`config.mk`:
```
export PLATFORM = sky130hd
export DESIGN_NAME = polynomial_multiplier
export DESIGN_NICKNAME = d
export VERILOG_FILES = /design/src/design/pmul_pkg.sv /design/src/design/pmul_mac.sv /design/src/design/polynomial_multiplier.sv
export SDC_FILE = /design/constraint.sdc
export NUM_CORES = 2
export LEC_CHECK = 0
export ABC_AREA = 0
export BUFFER_PORTS_ARGS = -buffer_cell sky130_fd_sc_hd__buf_4
export CORE_UTILIZATION = 58
export DETAILED_ROUTE_END_ITERATION = 8
export HOLD_SLACK_MARGIN = 0.06
export PLACE_DENSITY_LB_ADDON = 0.3
export SLEW_MARGIN = 25
export SYNTH_ARGS = -nofsm -noshare
export SYNTH_HDL_FRONTEND = slang
export SYNTH_SLANG_ARGS = --single-unit
```
`constraint.sdc`:
```
create_clock -name clk -period 6.39 [get_ports clk]
set_input_delay 0.3195 -clock clk [delete_from_list [all_inputs] [get_ports clk]]
set_output_delay 0.3195 -clock clk [all_outputs]
set_load 0.03 [all_outputs]
```
`src/design/pmul_pkg.sv`:
```
// Shared types and constants for the polynomial multiplier.
package pmul_pkg;

  localparam int COEF_W = 32;

  typedef enum logic [1:0] {
    ST_LOAD,
    ST_CALC,
    ST_EMIT
  } pmul_state_t;

  typedef struct packed {
    logic valid;
    logic clear;
  } mac_ctrl_t;

endpackage

```
`src/design/pmul_mac.sv`:
```
// Multiply-accumulate pipeline: registered product, then wrapping accumulate.
module pmul_mac
  import pmul_pkg::*;
(
  input  logic              clk,
  input  logic              rst,
  input  mac_ctrl_t         ctrl,
  input  logic [COEF_W-1:0] opnd_a,
  input  logic [COEF_W-1:0] opnd_b,
  output logic [COEF_W-1:0] acc,
  output logic              busy
);

  logic [COEF_W-1:0] prod;
  logic [2*COEF_W-1:0] prod_full;

  assign prod_full = opnd_a * opnd_b;

  always_ff @(posedge clk) begin
    if (rst) begin
      busy <= 1'b0;
    end else begin
      busy <= ctrl.valid;
    end
  end

  always_ff @(posedge clk) begin
    prod <= prod_full[COEF_W-1:0];
  end

  always_ff @(posedge clk) begin
    if (ctrl.clear) begin
      acc <= '0;
    end else if (busy) begin
      acc <= acc + prod;
    end
  end

endmodule

```
`src/design/polynomial_multiplier.sv`:
```
// Polynomial multiplier: coefficient stores, sequencer and output handshake.
// Load: one coefficient pair per cycle, stall low while loading.
// Product: each coefficient k accumulates its terms one at a time, then waits for the output handshake;
//   the 2n coefficients are produced in turn, limited by the single read port
//   of each store feeding one multiply-accumulate.
// No new pair is taken until the last product coefficient has gone.
// Synchronous reset clears the sequencer and pair count; stores are not cleared.
module polynomial_multiplier
  import pmul_pkg::*;
#(
  parameter int MAX_TERMS = 16
) (
  input  logic               clk,
  input  logic               rst,
  input  logic               in_valid,
  output logic               in_stall,
  input  logic signed [31:0] coef_a,
  input  logic signed [31:0] coef_b,
  input  logic               last_pair,
  output logic               out_valid,
  input  logic               out_stall,
  output logic signed [31:0] product_coef,
  output logic               last_coef
);

  localparam int AW = (MAX_TERMS > 1) ? $clog2(MAX_TERMS) : 1;
  localparam int CW = $clog2(MAX_TERMS + 1);
  localparam int KW = $clog2(2 * MAX_TERMS);
  localparam int XW = KW + 1;

  logic [COEF_W-1:0] store_a [MAX_TERMS];
  logic [COEF_W-1:0] store_b [MAX_TERMS];

  pmul_state_t state, state_next;
  logic [CW-1:0] count, count_next;
  logic [CW-1:0] n, n_next;
  logic [KW-1:0] k, k_next;
  logic [CW-1:0] idx, idx_next;
  logic [CW-1:0] hi, hi_next;
  logic          issuing, issuing_next;
  logic          rd_valid;
  logic [COEF_W-1:0] rd_a, rd_b;
  logic [COEF_W-1:0] acc;
  logic          mac_busy;
  mac_ctrl_t     mac_ctrl;

  logic          in_take, out_take, room;
  logic [KW-1:0] k_sel;
  logic [CW-1:0] n_sel;
  logic [XW-1:0] kx, nx, lo_w, hi_w;
  logic [XW-1:0] b_addr_w;
  logic          start_coef, drained;

  assign in_take  = in_valid && !in_stall;
  assign out_take = out_valid && !out_stall;
  assign room     = (count < CW'(MAX_TERMS));
  assign drained  = !issuing && !rd_valid && !mac_busy;

  // term range of the coefficient about to start
  assign kx   = XW'(k_sel);
  assign nx   = XW'(n_sel);
  assign lo_w = (kx >= nx) ? (kx - nx + XW'(1)) : '0;
  assign hi_w = (kx < nx) ? kx : (nx - XW'(1));

  assign b_addr_w = XW'(k) - XW'(idx);

  always_comb begin
    state_next = state;
    unique case (state)
      ST_LOAD: if (in_take && last_pair) state_next = ST_CALC;
      ST_CALC: if (drained) state_next = ST_EMIT;
      ST_EMIT: begin
        if (out_take) state_next = last_coef ? ST_LOAD : ST_CALC;
      end
      default: state_next = ST_LOAD;
    endcase
  end

  always_comb begin
    count_next   = count;
    n_next       = n;
    k_next       = k;
    idx_next     = idx;
    hi_next      = hi;
    issuing_next = issuing;
    k_sel        = k + KW'(1);
    n_sel        = n;
    start_coef   = 1'b0;
    unique case (state)
      ST_LOAD: begin
        n_sel = count + (room ? CW'(1) : CW'(0));
        k_sel = '0;
        if (in_take) begin
          count_next = n_sel;
          if (last_pair) begin
            count_next = '0;
            n_next     = n_sel;
            start_coef = 1'b1;
          end
        end
      end
      ST_CALC: begin
        if (issuing) begin
          if (idx == hi) begin
            issuing_next = 1'b0;
          end else begin
            idx_next = idx + CW'(1);
          end
        end
      end
      ST_EMIT: begin
        if (out_take && !last_coef) start_coef = 1'b1;
      end
      default: ;
    endcase
    if (start_coef) begin
      k_next       = k_sel;
      idx_next     = lo_w[CW-1:0];
      hi_next      = hi_w[CW-1:0];
      issuing_next = (lo_w <= hi_w);
    end
  end

  always_ff @(posedge clk) begin
    if (rst) begin
      state    <= ST_LOAD;
      count    <= '0;
      issuing  <= 1'b0;
      rd_valid <= 1'b0;
    end else begin
      state    <= state_next;
      count    <= count_next;
      issuing  <= issuing_next;
      rd_valid <= (state == ST_CALC) && issuing;
    end
  end

  always_ff @(posedge clk) begin
    n   <= n_next;
    k   <= k_next;
    idx <= idx_next;
    hi  <= hi_next;
  end

  always_ff @(posedge clk) begin
    if (in_take && room) begin
      store_a[count[AW-1:0]] <= coef_a;
      store_b[count[AW-1:0]] <= coef_b;
    end
  end

  always_ff @(posedge clk) begin
    if ((state == ST_CALC) && issuing) begin
      rd_a <= store_a[idx[AW-1:0]];
      rd_b <= store_b[b_addr_w[AW-1:0]];
    end
  end

  assign mac_ctrl.valid = rd_valid;
  assign mac_ctrl.clear = start_coef;

  pmul_mac u_mac (
    .clk    (clk),
    .rst    (rst),
    .ctrl   (mac_ctrl),
    .opnd_a (rd_a),
    .opnd_b (rd_b),
    .acc    (acc),
    .busy   (mac_busy)
  );

  assign in_stall     = (state != ST_LOAD);
  assign out_valid    = (state == ST_EMIT);
  assign product_coef = acc;
  assign last_coef    = (XW'(k) == ((XW'(n) << 1) - XW'(1)));

endmodule
```
==> After elaboration in Yosys (flattened, before gate mapping) <==
Memories as Yosys holds them, arrays and structs flattened. A register that Yosys moved wholly into a read port is not among the register bits.
Index checks and enable logic that the tools add are counted.
{ "classes": {"n_addsub": 9, "order_cmp": 4, "reduce_logical": 22, "eq_ne": 8, "mux": 25, "n_mul": 1} }
{ "ops": {"columns": ["cell", "count"], "rows": [
  ["2-to-1 mux 5 bit", 7],
  ["adder 32 bit", 1],
  ["multiplier 32 x 32 -> 32 bit", 1],
  ["2-to-1 mux 6 bit", 2],
  ["2-to-1 mux 1 bit", 11],
  ["adder 5 x 1 -> 5 bit, second input constant", 2],
  ["AND reduction 3 bit", 3],
  ["logical AND 1 bit", 8],
  ["adder 6 x 1 -> 6 bit, second input constant", 1],
  ["== test 5 x 6 -> 1 bit", 1],
  ["<= comparator 6 bit", 1],
  ["logical NOT 1 bit", 6],
  ["2-to-1 mux 2 bit", 3],
  ["!= test 2 bit, second input constant", 3],
  ["one-hot mux 2 bit (3 select lines)", 1],
  ["nonzero test 2 bit", 3],
  ["subtractor 5 x 1 -> 6 bit, second input constant", 1],
  ["subtractor 5 x 5 -> 6 bit", 1],
  ["subtractor 6 x 1 -> 6 bit, second input constant", 1],
  ["adder 5 x 1 -> 5 bit", 1],
  ["== test 5 bit", 1],
  ["greater-or-equal comparator 5 bit", 1],
  ["< comparator 5 bit", 1],
  ["< comparator 5 bit, second input constant", 1],
  ["7 further kinds", 7]
]} }
{ "totals": {"mem_bits_rw": 1024, "input_bits": 69, "mem_count": 2, "regBits": 94, "wordCells": 82} }
{ "memory_table": {"columns": ["name", "words", "width", "read_ports", "rd_clocked_by_memory_dff", "write_ports", "line_no", "rtl"], "rows": [
  ["store_a", 16, 32, 1, 1, 1, "polynomial_multiplier.sv:31", "logic [COEF_W-1:0] store_a [MAX_TERMS];"],
  ["store_b", 16, 32, 1, 1, 1, "polynomial_multiplier.sv:32", "logic [COEF_W-1:0] store_b [MAX_TERMS];"]
]} }

==> Longest topological paths before layout <==
{ "logic_depth": {"word_depth": 9, "mapped_depth": 32, "depth_no_buf": 30} }

==> Cells and area by module <==
From an unflattened synthesis, not the netlist that was laid out.
{ "hier_totals": {"cells_unflattened": 4103, "hier_area_um2": 61992.0} }
{ "by_module_without_submodules": {"columns": ["mod", "cells_each", "area_each_um2", "n_inst"], "rows": [
  ["polynomial_multiplier", 2019, 43125.1, 1],
  ["pmul_mac", 2084, 18866.8, 1]
]} }

==> Worst setup path after synthesis <==
OpenSTA, ideal clock, no wires.
{ "synth_path": {"path_kind": "flip-flop to flip-flop", "start": "register rd_b[2] (read register of store_b)", "end": "register u_mac.prod[28]", "t_required_ps": 6318, "t_arrival_ps": 6975, "setup_time_ps": 72, "setup_slack_ps": -657, "synth_period_minus_slack_ps": 7047, "n_path_buf": 2, "path_stages_with_launch": 27, "path_cell_list": "edfxtp_1 > clkbuf_1 > clkbuf_1 > and2_1 > fa_1 > inv_1 > fa_1 > fa_1 > fa_1 > inv_1 > fa_1 > fa_1 > fa_1 > fa_1 > ha_1 > a21o_1 > a21o_1 > a21oi_1 > o21ai_0 > o21a_1 > o21a_1 > o21a_1 > o21a_1 > nor2_1 > o21bai_1 > a21oi_1 > xnor2_1"} }
{ "synth_between": {"elab_chain_len": 1} }
{ "synth_rtl": {"columns": ["element", "line_no", "rtl"], "rows": [
  ["start, declared", "polynomial_multiplier.sv:42", "logic [COEF_W-1:0] rd_a, rd_b;"],
  ["multiplier 32 x 32 -> 32 bit", "pmul_mac.sv:17", "assign prod_full = opnd_a * opnd_b;"],
  ["via u_mac.prod_full[28]", "pmul_mac.sv:15", "logic [2*COEF_W-1:0] prod_full;"],
  ["end signal, assigned", "pmul_mac.sv:28", "prod <= prod_full[COEF_W-1:0];"],
  ["end, declared", "pmul_mac.sv:14", "logic [COEF_W-1:0] prod;"]
]} }
The timed path passes the listed nets, and every way through them passes these cells.
A chain may end at the register's enable or synchronous reset.

==> Worst setup path in the final report <==
{ "layout_path": {"start": "register rd_b[2] (read register of store_b)", "end": "register u_mac.prod[30]"} }
The elaborated chain is that of the path after synthesis.

==> flow_metrics.py <==
metrics = {
    "global_route": {
        "grt_first_pass_wirelength_mm": 221,
        "antenna_found_initial": 18,
        "grt_max_degree": 133,
        "grt-ovfl-total": 0,
        "grt_pass1_vias": 36100,
        "grt_usage_pct": 27.9,
    },
    "final_layout": {
        "fin_nets": 4977,
        "fin_util_pct": 67.8,
        "layout-drive-gt1-share_pct": 21.9,
        "final_cell_area_sq_um": 70700,
        "syn_to_final_growth_pct": 15.3,
    },
    "timing": {
        "hold_viol_final": 0,
        "drv_slew": 0,
        "fin_tns_setup_ps": -5590,
        "rsz0062_at_grt": "yes",
        "fin_crit_sh_pct": 112,
        "max_freq_mhz": 140,
        "setup_viol": 11,
        "skew_ps": 91.6,
        "whs_ps": 173,
        "period_minus_slack_ps": 7160,
        "worst_pin_slew_ps": 1010,
        "fin_ws_ps": -774,
        "maxSlewHeadroom_pct": 32.6,
    },
    "worst_setup_path": {
        "endpoint_kind": "flip-flop",
        "cp_data_required_time_ps": 7000,
        "reg2reg_slack_ps": -770,
        "cp_max_fo": 4,
        "cp-start-kind": "flip-flop",
        "crit_type": "reg2reg",
        "crit_family": "adder cells",
        "worst_path_most_repeated_cell": "fa_1",
        "reg2reg_from": "rd_b[2]$_DFFE_PP_",
        "cp_num_buf_inv": 4,
        "r2r-end": "u_mac.prod[30]$_DFF_P_",
        "cpMaxStageDelayCell": "fa_2",
        "slowest_delay_ps": 560,
        "worstRegToRegCells": 26,
        "cp_data_arrival_time_ps": 7770,
    },
    "place": {
        "placed_cell_area_sq_um": 65500,
        "dp_hpwl_mm": 90.1,
        "place_congestion": 0.890,
        "port_buffers": 103,
    },
    "power_and_ir_drop": {
        "power.density_nw_per_um2": 433,
        "switching_share_pct": 34.3,
        "p_leak_nw": 26.6,
        "combinationalPowerShare_pct": 48.8,
        "p_seq_share_pct": 29.2,
        "ir_drop_mv": 1.21,
        "clkPwrFrac_pct": 22.0,
        "power.switching_mw": 10.5,
        "internal_power_mw": 20.1,
    },
    "die": {
        "fp.dieW_um": 327,
        "ios": 104,
        "rows": 118,
        "die-area_sq_um": 107000,
        "fp.dieH_um": 327,
        "coreArea_sq_um": 104000,
        "initial_utilization_pct": 58.8,
    },
    "route": {
        "initialDrtViolationCount": 3234,
        "drc": 0,
        "vias": 34500,
        "drt_wl_total_mm": 146,
        "wl_per_cell_um": 25.2,
        "drtAntennaViolNets": 0,
        "via_per_inst": 5.95,
        "firstDrtPassIters": 5,
    },
    "run_status": {
        "failed_checks": "setup timing",
        "status": "finished, violations left",
    },
    "run": {
        "maxCapViolCount": 0,
    },
    "hold_path": {
        "whs_path_depth": 2,
        "min-delay-start": "in_valid",
        "worstHoldPathType": "in2reg",
        "holdPathEnd": "n[4]$_DFFE_PP_",
    },
    "yosys": {
        "ys_warn_count": 0,
        "synth_fp_nets": 4596,
        "synth_edf_count": 1108,
        "netlist_instances": 3935,
        "synthDistinctLibCells": 59,
        "synth_area_per_cell_sq_um": 15.6,
        "ys.flop_type": "edfxtp_1",
        "synthArstFlopShare_pct": 0,
        "netlist_area_sq_um": 61300,
        "synth_seq_area_share_pct": 56.7,
        "synth_seq_cells": 1182,
    },
    "clock_network": {
        "numClockSinks": 1182,
        "cts_tree": "done",
        "cts_root_buf": "clkbuf_16",
        "h-tree-depth": 3,
        "clkTransAtPathRegs_ps": 60,
        "cts_inserted_buffers": 113,
        "clock_latency_ps": 750,
        "clockBufferDepth": 3,
    },
}
-- synthesized netlist by cell type (2+ instances only) --
library cell	n	area (sq um)
edfxtp_1	1108	33300
inv_1	425	1600
fa_1	412	8250
nand2_1	341	1280
and2_1	319	2000
mux4_2	288	6490
ha_1	180	2250
clkbuf_1	159	597
xnor2_1	102	893
nor2_1	97	364
dfxtp_1	74	1480
a21oi_1	64	320
a211oi_1	39	293
xor2_1	38	333
a31oi_1	36	225
a21o_1	28	210
mux2i_1	24	240
nor3_1	23	115
o21ai_0	23	115
buf_1	22	82.6
nand3_1	20	100
nor2b_1	16	100
o21a_1	15	113
o21bai_1	10	75.1
nand2b_1	9	56.3
buf_2	7	35.0
o21ai_1	6	30.0
and3_1	5	31.3
a221oi_2	3	45.0
nand4_1	3	18.8
o211ai_1	3	22.5
or3_1	3	18.8
a211oi_2	2	25.0
a31o_1	2	17.5
nand3b_1	2	15.0
nand4b_1	2	17.5
nor3b_1	2	15.0
nor4_1	2	12.5
-- cells in the final DEF (no fill, tap or decap), types with 39 or more instances in the layout --
master         instances
a211oi_1              39
a21oi_1               54
and2_1               297
buf_4                331
clkbuf_16            113
dfxtp_1               74
dlygate4sd3_1         68
edfxtp_1            1108
fa_1                 395
ha_1                 167
inv_1                413
mux4_2               288
nand2_1              340
nor2_1                81
xnor2_1               98
-- final cells by class --
cell class	count	area, sq um
Sequential cell	1182	34800
Fill cell	6848	33500
Multi-Input combinational cell	2139	24900
Timing Repair Buffer	454	4030
Clock buffer	141	2960
Tap cell	1380	1730
Inverter	426	1600
Clock inverter	69	759
Antenna cell	1	2.50
-- power groups by stage --
stage,combinational (mW),clock (mW),sequential [mW]
final,14.9,6.74,8.95
after global routing,16.2,7.07,8.97
after CTS,13.5,6.82,8.95
after detailed placement,12.3,0,9.12
after global placement,12.1,0,9.11
after floorplan,8.32,0,9.10
-- state kept, by name (all words and copies together) (netlist names) --
name        flops
count           5
hi              5
idx             5
issuing         1
k               5
n               5
rd_a           32
rd_b           32
rd_valid        1
state           2
store_a       512
store_b       512
u_mac.acc      32
u_mac.busy      1
u_mac.prod     32
-- logic make-up (layout without fill, tap and decap cells) --
| logic type | count (synthesis) | in the layout | share of synthesized area [%] |
|---|---|---|---|
| compound gates | 246 | 246 | 2.65 |
| other cells | 0 | 1 | 0 |
| mux | 313 | 313 | 11.0 |
| buf+inv | 614 | 1090 | 3.77 |
| flops | 1182 | 1182 | 56.7 |
| xor+xnor | 140 | 140 | 2.00 |
| fa+ha+maj | 592 | 592 | 17.1 |
| simple gates | 848 | 848 | 6.82 |
-- worst max path at each step --
stage,startpoint,to,cells past startpoint
3_5_place_dp,rd_b[2]$_DFFE_PP_,u_mac.prod[30]$_DFF_P_,29
2_1_floorplan,rd_b[2]$_DFFE_PP_,u_mac.prod[30]$_DFF_P_,26
3_3_place_gp,rd_b[2]$_DFFE_PP_,u_mac.prod[30]$_DFF_P_,27
5_1_grt,rd_b[2]$_DFFE_PP_,u_mac.prod[30]$_DFF_P_,26
4_1_cts,rd_b[2]$_DFFE_PP_,u_mac.prod[30]$_DFF_P_,25
6_report,rd_b[2]$_DFFE_PP_,u_mac.prod[30]$_DFF_P_,26
-- stage by stage --
step / setup slack [ps] / std cells / power, mW
after CTS: -571 / 5770 / 29.2
final: -774 / 5792 / 30.6
after global placement: -595 / 5467 / 21.2
after floorplan: -415 / 3935 / 17.4
after detailed placement: -675 / 5469 / 21.4
after global routing: -985 / 5792 / 32.3
-- routing by layer --
layer  share of wire (%)  wire, um  track usage (%)
met3                 8.1     11800             5.26
met5               0.090       132                0
met4                 3.4      5010             9.81
met2                  50     72500             46.6
met1                  39     56600             37.1
-- repair_timing --
action,4_1_cts,5_1_grt
endpoints found under the hold margin,1034,0
gates resized for setup,49,62
pin swaps,28,39
endpoints found under the setup margin,12,15
cloned,0,1
hold buffers,68,0
setup buffers,23,21
Power figures use the tool's default switching activity.
